<file path="config.mk">
export PLATFORM = sky130hd
export DESIGN_NAME = edge_list_sort_merge
export DESIGN_NICKNAME = d
export VERILOG_FILES = /design/src/sv/elsm_pkg.sv /design/src/sv/edge_list_sort_merge.sv
export SDC_FILE = /design/constraint.sdc
export NUM_CORES = 1
export LEC_CHECK = 0
export BUFFER_PORTS_ARGS = -buffer_cell sky130_fd_sc_hd__buf_2
export CAP_MARGIN = 20
export CORE_AREA = 2 2 410 249
export CTS_CLUSTER_SIZE = 10
export DETAILED_ROUTE_END_ITERATION = 10
export DIE_AREA = 0 0 412 251
export GPL_ROUTABILITY_DRIVEN = 1
export HOLD_SLACK_MARGIN = 0.15
export PLACE_DENSITY_LB_ADDON = 0.3
export SKIP_LAST_GASP = 1
export SYNTH_ARGS = -nofsm -noshare
export SYNTH_HDL_FRONTEND = slang
export SYNTH_SLANG_ARGS = --single-unit
</file>
<file path="constraint.sdc">
create_clock -name clk -period 7.3 [get_ports clk]
set_input_delay 0.365 -clock clk [delete_from_list [all_inputs] [get_ports clk]]
set_output_delay 0.365 -clock clk [all_outputs]
set_load 0.01 [all_outputs]
</file>
<file path="src/sv/elsm_pkg.sv">
// ----------------------------------------------------------------------------
// elsm_pkg
// shared widths and control types for the edge list sort and merge block
// ----------------------------------------------------------------------------
package elsm_pkg;

  localparam int VTX_W      = 20;   // own_vertex, neighbour_id, out_neighbour
  localparam int WT_IN_W    = 16;   // edge_weight
  localparam int MW_W       = 21;   // merged_weight
  localparam int IN_DATA_W  = 56;
  localparam int OUT_DATA_W = 48;

  typedef enum logic [2:0] {
    S_LOAD = 3'b001,
    S_SCAN = 3'b010,
    S_DONE = 3'b100
  } state_t;

endpackage

</file>
<file path="src/sv/edge_list_sort_merge.sv">
// ----------------------------------------------------------------------------
// edge_list_sort_merge
// collects one vertex's edge list, then emits unique neighbours in ascending
// order with summed weights, self-edges removed
// ----------------------------------------------------------------------------
//  channel | dir | tdata (low bit up)                         | tuser / tlast
//  s_axis  | in  | own_vertex, neighbour_id, edge_weight      | has_edge / last_edge
//  m_axis  | out | out_neighbour, merged_weight, zero pad     | out_valid, overflow / out_last
//
// loading takes one edge per cycle into the edge memory. after the last
// transfer the memory is scanned once per distinct neighbour, plus a final
// pass that finds none; each pass makes one read per cycle through the
// registered read port. the pass length is set by the single read port of
// the edge memory. reset is synchronous and clears control state only. a
// stalled result holds the scan at the end of its pass until the output
// register frees.
// ----------------------------------------------------------------------------
module edge_list_sort_merge
  import elsm_pkg::*;
#(
  parameter int MAX_EDGES   = 32,
  parameter int ID_BITS     = 20,
  parameter int WEIGHT_BITS = 16
) (
  input  logic                  clk,
  input  logic                  rst,
  input  logic                  s_axis_tvalid,
  output logic                  s_axis_tready,
  input  logic [IN_DATA_W-1:0]  s_axis_tdata,   // own_vertex, neighbour_id, edge_weight
  input  logic                  s_axis_tuser,   // has_edge
  input  logic                  s_axis_tlast,   // last_edge
  output logic                  m_axis_tvalid,
  input  logic                  m_axis_tready,
  output logic [OUT_DATA_W-1:0] m_axis_tdata,   // out_neighbour, merged_weight, zero pad
  output logic [1:0]            m_axis_tuser,   // out_valid, overflow
  output logic                  m_axis_tlast    // out_last
);

  localparam int CW  = $clog2(MAX_EDGES + 1);
  localparam int AW  = (MAX_EDGES > 1) ? $clog2(MAX_EDGES) : 1;
  localparam int ACW = WEIGHT_BITS + 7;
  localparam int EW  = ID_BITS + WEIGHT_BITS;
  localparam logic [63:0] MW_MAX = (64'd1 << MW_W) - 64'd1;

  state_t state;

  logic [EW-1:0] mem [MAX_EDGES];
  logic [EW-1:0] rdata;

  logic [CW-1:0]          count;
  logic [CW-1:0]          n_edges;
  logic [CW-1:0]          rd_addr;
  logic                   rd_vld;
  logic                   ovf_seen;
  logic                   ovf_list;
  logic [ID_BITS-1:0]     owner;

  logic                   found;
  logic [ID_BITS-1:0]     min_id;
  logic [ACW-1:0]         acc;
  logic                   have_prev;
  logic [ID_BITS-1:0]     prev_id;

  logic                   pend_vld;
  logic [ID_BITS-1:0]     pend_id;
  logic [ACW-1:0]         pend_w;

  // field extraction, sized to the parameters
  logic [31:0]            nb_ext, own_ext, wt_ext;
  logic [ID_BITS-1:0]     in_id, in_own;
  logic [WEIGHT_BITS-1:0] in_wt;
  logic [ID_BITS-1:0]     r_id;
  logic [WEIGHT_BITS-1:0] r_wt;
  logic [ACW-1:0]         acc_sum;
  logic [63:0]            pend_id_ext, pend_w_ext;
  logic [MW_W-1:0]        pend_w_sat;
  logic [VTX_W-1:0]       pend_nb;

  logic s_xfer, out_free, pass_end, store_ok, out_load;

  assign nb_ext  = {{(32-VTX_W){1'b0}}, s_axis_tdata[2*VTX_W-1:VTX_W]};
  assign own_ext = {{(32-VTX_W){1'b0}}, s_axis_tdata[VTX_W-1:0]};
  assign wt_ext  = {{(32-WT_IN_W){1'b0}}, s_axis_tdata[2*VTX_W+WT_IN_W-1:2*VTX_W]};
  assign in_id   = nb_ext[ID_BITS-1:0];
  assign in_own  = own_ext[ID_BITS-1:0];
  assign in_wt   = wt_ext[WEIGHT_BITS-1:0];

  assign r_id    = rdata[EW-1:WEIGHT_BITS];
  assign r_wt    = rdata[WEIGHT_BITS-1:0];
  assign acc_sum = acc + {{(ACW-WEIGHT_BITS){1'b0}}, r_wt};

  assign pend_id_ext = {{(64-ID_BITS){1'b0}}, pend_id};
  assign pend_w_ext  = {{(64-ACW){1'b0}}, pend_w};
  assign pend_nb     = pend_id_ext[VTX_W-1:0];
  assign pend_w_sat  = (pend_w_ext > MW_MAX) ? MW_MAX[MW_W-1:0] : pend_w_ext[MW_W-1:0];

  assign s_axis_tready = (state == S_LOAD);
  assign s_xfer   = s_axis_tvalid && s_axis_tready;
  assign out_free = !m_axis_tvalid || m_axis_tready;
  assign pass_end = (rd_addr == n_edges) && !rd_vld;
  assign store_ok = s_axis_tuser && (count < CW'(MAX_EDGES));
  // output register loads a result this cycle
  assign out_load = out_free &&
                    ((state == S_DONE) ||
                     ((state == S_SCAN) && pass_end && found && (min_id != owner) &&
                      pend_vld));

  // edge memory: one write port for loading, one registered read port
  always_ff @(posedge clk) begin
    if (s_xfer && store_ok) begin
      mem[count[AW-1:0]] <= {in_id, in_wt};
    end
    if (state == S_SCAN && rd_addr < n_edges) begin
      rdata <= mem[rd_addr[AW-1:0]];
    end
  end

  always_ff @(posedge clk) begin
    if (rst) begin
      state         <= S_LOAD;
      count         <= '0;
      ovf_seen      <= 1'b0;
      owner         <= '0;
      rd_vld        <= 1'b0;
      rd_addr       <= '0;
      found         <= 1'b0;
      have_prev     <= 1'b0;
      pend_vld      <= 1'b0;
      m_axis_tvalid <= 1'b0;
    end else begin
      if (out_load) begin
        m_axis_tvalid <= 1'b1;
      end else if (m_axis_tvalid && m_axis_tready) begin
        m_axis_tvalid <= 1'b0;
      end
      unique case (state)
        S_LOAD: begin
          if (s_xfer) begin
            owner <= in_own;
            if (s_axis_tlast) begin
              n_edges   <= store_ok ? count + CW'(1) : count;
              ovf_list  <= ovf_seen || (s_axis_tuser && !store_ok);
              count     <= '0;
              ovf_seen  <= 1'b0;
              rd_addr   <= '0;
              rd_vld    <= 1'b0;
              found     <= 1'b0;
              have_prev <= 1'b0;
              pend_vld  <= 1'b0;
              state     <= (store_ok || count != '0) ? S_SCAN : S_DONE;
            end else if (store_ok) begin
              count <= count + CW'(1);
            end else if (s_axis_tuser) begin
              ovf_seen <= 1'b1;
            end
          end
        end
        S_SCAN: begin
          if (rd_addr < n_edges) begin
            rd_addr <= rd_addr + CW'(1);
            rd_vld  <= 1'b1;
          end else begin
            rd_vld <= 1'b0;
          end
          // smallest id above the last one found, weights of equal ids summed
          if (rd_vld && (!have_prev || r_id > prev_id)) begin
            if (!found || r_id < min_id) begin
              found  <= 1'b1;
              min_id <= r_id;
              acc    <= {{(ACW-WEIGHT_BITS){1'b0}}, r_wt};
            end else if (r_id == min_id) begin
              acc <= acc_sum;
            end
          end
          if (pass_end) begin
            if (!found) begin
              state <= S_DONE;
            end else if (min_id == owner) begin
              // self-edge: skip it and scan again
              prev_id   <= min_id;
              have_prev <= 1'b1;
              found     <= 1'b0;
              rd_addr   <= '0;
            end else if (!pend_vld || out_free) begin
              if (pend_vld) begin
                m_axis_tdata  <= {{(OUT_DATA_W-VTX_W-MW_W){1'b0}}, pend_w_sat, pend_nb};
                m_axis_tuser  <= {ovf_list, 1'b1};
                m_axis_tlast  <= 1'b0;
              end
              pend_vld  <= 1'b1;
              pend_id   <= min_id;
              pend_w    <= acc;
              prev_id   <= min_id;
              have_prev <= 1'b1;
              found     <= 1'b0;
              rd_addr   <= '0;
            end
          end
        end
        S_DONE: begin
          if (out_free) begin
            m_axis_tlast  <= 1'b1;
            m_axis_tuser  <= {ovf_list, pend_vld};
            if (pend_vld) begin
              m_axis_tdata <= {{(OUT_DATA_W-VTX_W-MW_W){1'b0}}, pend_w_sat, pend_nb};
            end else begin
              m_axis_tdata <= '0;
            end
            pend_vld <= 1'b0;
            state    <= S_LOAD;
          end
        end
        default: state <= S_LOAD;
      endcase
    end
  end

endmodule
</file>
==> run summary <==
The die is 251 um tall. The via count of the first global-routing pass came out at 27800. The global-route wire length before repair came out at ~190000 um. The clock skew is between 20 and 30 ps. The worst pin sits at a relative slew slack of roughly 28%. The number of placed instances with taps included is ~4000.

The clock latency on the worst-skew pair is 760 ps. The maximum clock frequency is around 280 MHz. Buffers inserted to repair hold after CTS numbered 73. The area growth from synthesis to layout is 13.3%. The number of flip-flops and latches in the synthesized netlist came out at around 1400. The analysis attributes to net switching a power of 3.55 mW.

The clock passes through at most 3 buffers. Setup repair after global routing left no endpoint under its margin. The xor and xnor area share after synthesis is less than 1%.

The synthesized instance count came out at 2641. TritonCTS built the clock tree. The setup fix buffers added after clock tree synthesis is 0. In the final design database the tool counted around 3000 nets. The initial antenna violation count came to 3. Internal power comes to 13.3 mW. The mux share of post-synthesis cell area came out at between 10% and 20%. Counting instances in the post-synthesis netlist gives the leading cell types as sky130_fd_sc_hd__edfxtp_1 (1345), sky130_fd_sc_hd__mux4_2 (360), sky130_fd_sc_hd__nand2_1 (202), sky130_fd_sc_hd__nor2_1 (105), sky130_fd_sc_hd__clkbuf_1 (70). The arrival time of data at the critical path endpoint is 3970 ps. The post-detailed-routing wire length is ~130000 um. Once placement finished, the instance area stood at around 57000 sq um. Clock tree synthesis inserted a total of 156 buffers. Summing the areas of all compound-gate instances in the mapped netlist gives 2.10% of the synthesized area. The ratio of cells with drive above 1 in the final layout came out at 25.3%. The final global-route overflow total is 0. The yosys synthesis warning count is 0. The cell area after layout came out at 61800 sq um.

The remaining routing DRC violations is 0. The clock root buffer is sky130_fd_sc_hd__clkbuf_16. The type of the most critical hold path is flop to flop. The floorplan die width came out at 412 um. The net switching fraction of the power is around a fifth. The share of flip-flops with an asynchronous set or reset came out at 0%. In this run the worst setup path begins at rdata[18]. The pin count of the biggest net entering global routing came out at roughly 140. At the pin with the least slew margin, the transition time is between 1000 and 1500 ps. The proportion of synthesized chip area in sequential cells came out at about three quarters.

The worst reg2reg path startpoint is rdata[18]. The area occupied by registers came out at a little over 40000 sq um. The count of unique library cells instantiated by Yosys came out at 68. For this design the static power due to leakage is between 15 and 20 nW.

Using the TritonRoute via totals, the vias-per-cell ratio works out to 6.39. The placeable core area is 99800 sq um. STA classifies the critical path endpoint as a flop. The sequential cell fraction of total power came out at 53.0%. between 100 and 150 I/O pins were placed.

The top fanout value on the critical path is 40. After Yosys synthesis, and, or, nand and nor cells account for approximately 3.6% of the synthesized area. VDD sags by at most ~0.26 mV. The number of failing hold endpoints at the final stage was 0. After detailed routing, the average wire length per cell comes to 30.0 um.

STA classifies the critical path startpoint as a flop. The clock period could shrink to between 3000 and 4000 ps. The mapped cell area is 54600 sq um. Cells fill ~62% of the core in the end. The number of enable-type register cells in the synthesized netlist is approximately 1300. The power share of the clock group came out at about 41%. By area the synthesized netlist is led by sky130_fd_sc_hd__edfxtp_1 (74%), sky130_fd_sc_hd__mux4_2 (15%), sky130_fd_sc_hd__ha_1 (1.5%). The count of cells resized by post-cts repair came out at 0. In this run the biggest area consumer among cell types represents between 70% and 80% of the synthesized area. The average size of a mapped cell came out at slightly above 20 sq um. The cell taking the most area after synthesis is sky130_fd_sc_hd__edfxtp_1. The part of the total power dissipated in combinational logic is ~6.3%. The worst hold slack after final layout is 438 ps.

Of the total synthesized cell area, the portion taken by full adders, half adders and majority gates is ~1.6%. The total number of vias is approximately 27000. The number of max-slew violations in the final report is 0. The dominant cell by count in the synthesized netlist is sky130_fd_sc_hd__edfxtp_1.

Summing all multi-input logic gate instances after layout gives approximately 13000 sq um. The critical setup path kind is flop to flop. For this run, the leading register cell type out of synthesis is sky130_fd_sc_hd__edfxtp_1.

The final weighted congestion of routability-driven global placement came out at around 0.86. The total die area is 103000 sq um. In this run the number of H-tree levels came out at 4. The power density over the cells is approximately 270 nW/um^2. The critical path data required time is 7660 ps.

Once the floorplan was initialized, standard cells occupied between 50% and 60% of the core. After floorplanning, the core was divided into 90 placement rows. The number of maximum-capacitance violations is 0. The total half-perimeter wirelength after legalization and detailed placement came out at slightly above 70000 um. The filler cells instantiated in the layout total 6716. Setup violations remaining at the end of the flow were counted as 0. The final period utilization came out at 49.5%.

The number of buffers inserted by port buffering came out at between 100 and 150. Once detail routing completed, the nets flagged for antenna violations numbered 0. The total global-route track usage came out at ~25%. The setup total negative slack is 0 ps.

The DRC violation total after the first TritonRoute iteration came out at 4236. The flow ran to the end, and the final reports show no timing, DRC or antenna violations. The largest family of logic cells by synthesized area is multiplexers. The number of detailed-route iterations in the first pass came out at 6.

The total number of clock tree sinks came out at roughly 1400. The register clock-pin slew on the reported worst setup and hold paths came out at approximately 60 ps. The finished layout holds ~4300 standard cells, fillers aside.

The worst hold path begins at ovf_list.
## cell families (layout without fill, tap and decap cells)
logic type      count (synthesis)  in the layout
other cells                     1              8
fa+ha+maj                      68             68
mux                           362            362
simple gates                  428            428
compound gates                177            177
xor+xnor                       33             33
buf+inv                       186            488
flops                        1386           1386
## per-layer routing
layer | GRT usage, % | wire, um | vias to the layer above | share of wire [%]
li1 | - | - | 11300 | -
met1 | 39.0 | 53600 | 14300 | 42
met2 | 35.9 | 56700 | 1583 | 44
met3 | 6.33 | 14400 | 232 | 11
met4 | 9.05 | 4030 | 2 | 3.1
met5 | 0 | 13 | - | 0.010
## area by class of cell
class	count	area share, %
Tap cell	1334	2.70
Clock buffer	187	6.82
Timing Repair Buffer	234	2.80
Multi-Input combinational cell	1075	20.5
Clock inverter	6	0.103
Antenna cell	1	0.00405
Inverter	61	0.371
Sequential cell	1386	66.7
## worst max-delay path, stage by stage, from the launching register on
cell	delay, ps
sky130_fd_sc_hd__edfxtp_1	430
sky130_fd_sc_hd__ha_1	350
sky130_fd_sc_hd__and4b_1	220
sky130_fd_sc_hd__a211oi_1	380
sky130_fd_sc_hd__o32ai_1	180
sky130_fd_sc_hd__o31ai_4	310
sky130_fd_sc_hd__buf_4	450
sky130_fd_sc_hd__and2_1	890
## path summary, 6_finish.rpt
| kind | end | slack (ps) | cells past startpoint |
|---|---|---|---|
| max | min_id[4] | 3690 | 7 |
| min | m_axis_tuser[1] | 440 | 0 |
| max reg2reg | min_id[4] | 3690 | 7 |
| min reg2reg | m_axis_tuser[1] | 440 | 0 |
## cells in the final DEF (no fill, tap or decap), types with 5 or more instances in the layout
cell type	count
sky130_fd_sc_hd__edfxtp_1	1345
sky130_fd_sc_hd__mux4_2	360
sky130_fd_sc_hd__nand2_1	202
sky130_fd_sc_hd__clkbuf_16	165
sky130_fd_sc_hd__buf_2	107
sky130_fd_sc_hd__nor2_1	73
sky130_fd_sc_hd__dlygate4sd3_1	73
sky130_fd_sc_hd__ha_1	67
sky130_fd_sc_hd__inv_1	58
sky130_fd_sc_hd__a21oi_1	58
sky130_fd_sc_hd__buf_4	50
sky130_fd_sc_hd__dfxtp_1	36
sky130_fd_sc_hd__nor2_4	32
sky130_fd_sc_hd__nor2b_1	26
sky130_fd_sc_hd__xnor2_1	26
sky130_fd_sc_hd__clkbuf_1	22
sky130_fd_sc_hd__a21o_1	20
sky130_fd_sc_hd__nand3_1	16
sky130_fd_sc_hd__o21ai_1	15
sky130_fd_sc_hd__nand4_1	14
sky130_fd_sc_hd__o21ai_0	11
sky130_fd_sc_hd__o31ai_1	11
sky130_fd_sc_hd__and3_1	10
sky130_fd_sc_hd__nor3_1	10
sky130_fd_sc_hd__o21a_1	9
sky130_fd_sc_hd__o211ai_1	7
sky130_fd_sc_hd__xor2_1	7
sky130_fd_sc_hd__conb_1	7
sky130_fd_sc_hd__nand2b_1	6
sky130_fd_sc_hd__or4_1	6
sky130_fd_sc_hd__nor3b_1	5
sky130_fd_sc_hd__a211oi_1	5
sky130_fd_sc_hd__a31oi_1	5
## registers in the layout, summed over array words and instances (netlist names), 2 cells and up
name          count
acc              23
count             6
m_axis_tdata     41
m_axis_tuser      2
mem            1152
min_id           20
n_edges           6
owner            20
pend_id          20
pend_w           23
prev_id          20
rd_addr           6
rdata            36
state             3
## power groups by stage
stage / Clock, mW / Sequential [mW] / Combinational [mW]
after floorplan: 0 / 9.05 / 0.697
after global placement: 0 / 9.08 / 0.990
after detailed placement: 0 / 9.09 / 1.02
after CTS: 6.95 / 8.93 / 1.07
after global routing: 7.26 / 8.93 / 1.16
final: 6.86 / 8.93 / 1.07
## stage by stage
stage	power, mW	setup slack (ps)
after global placement	10.1	3620
after global routing	17.3	3440
after CTS	16.9	3620
after floorplan	9.75	1740
after detailed placement	10.1	3600
final	16.9	3690
No activity file was read; power rests on OpenSTA's default activity.
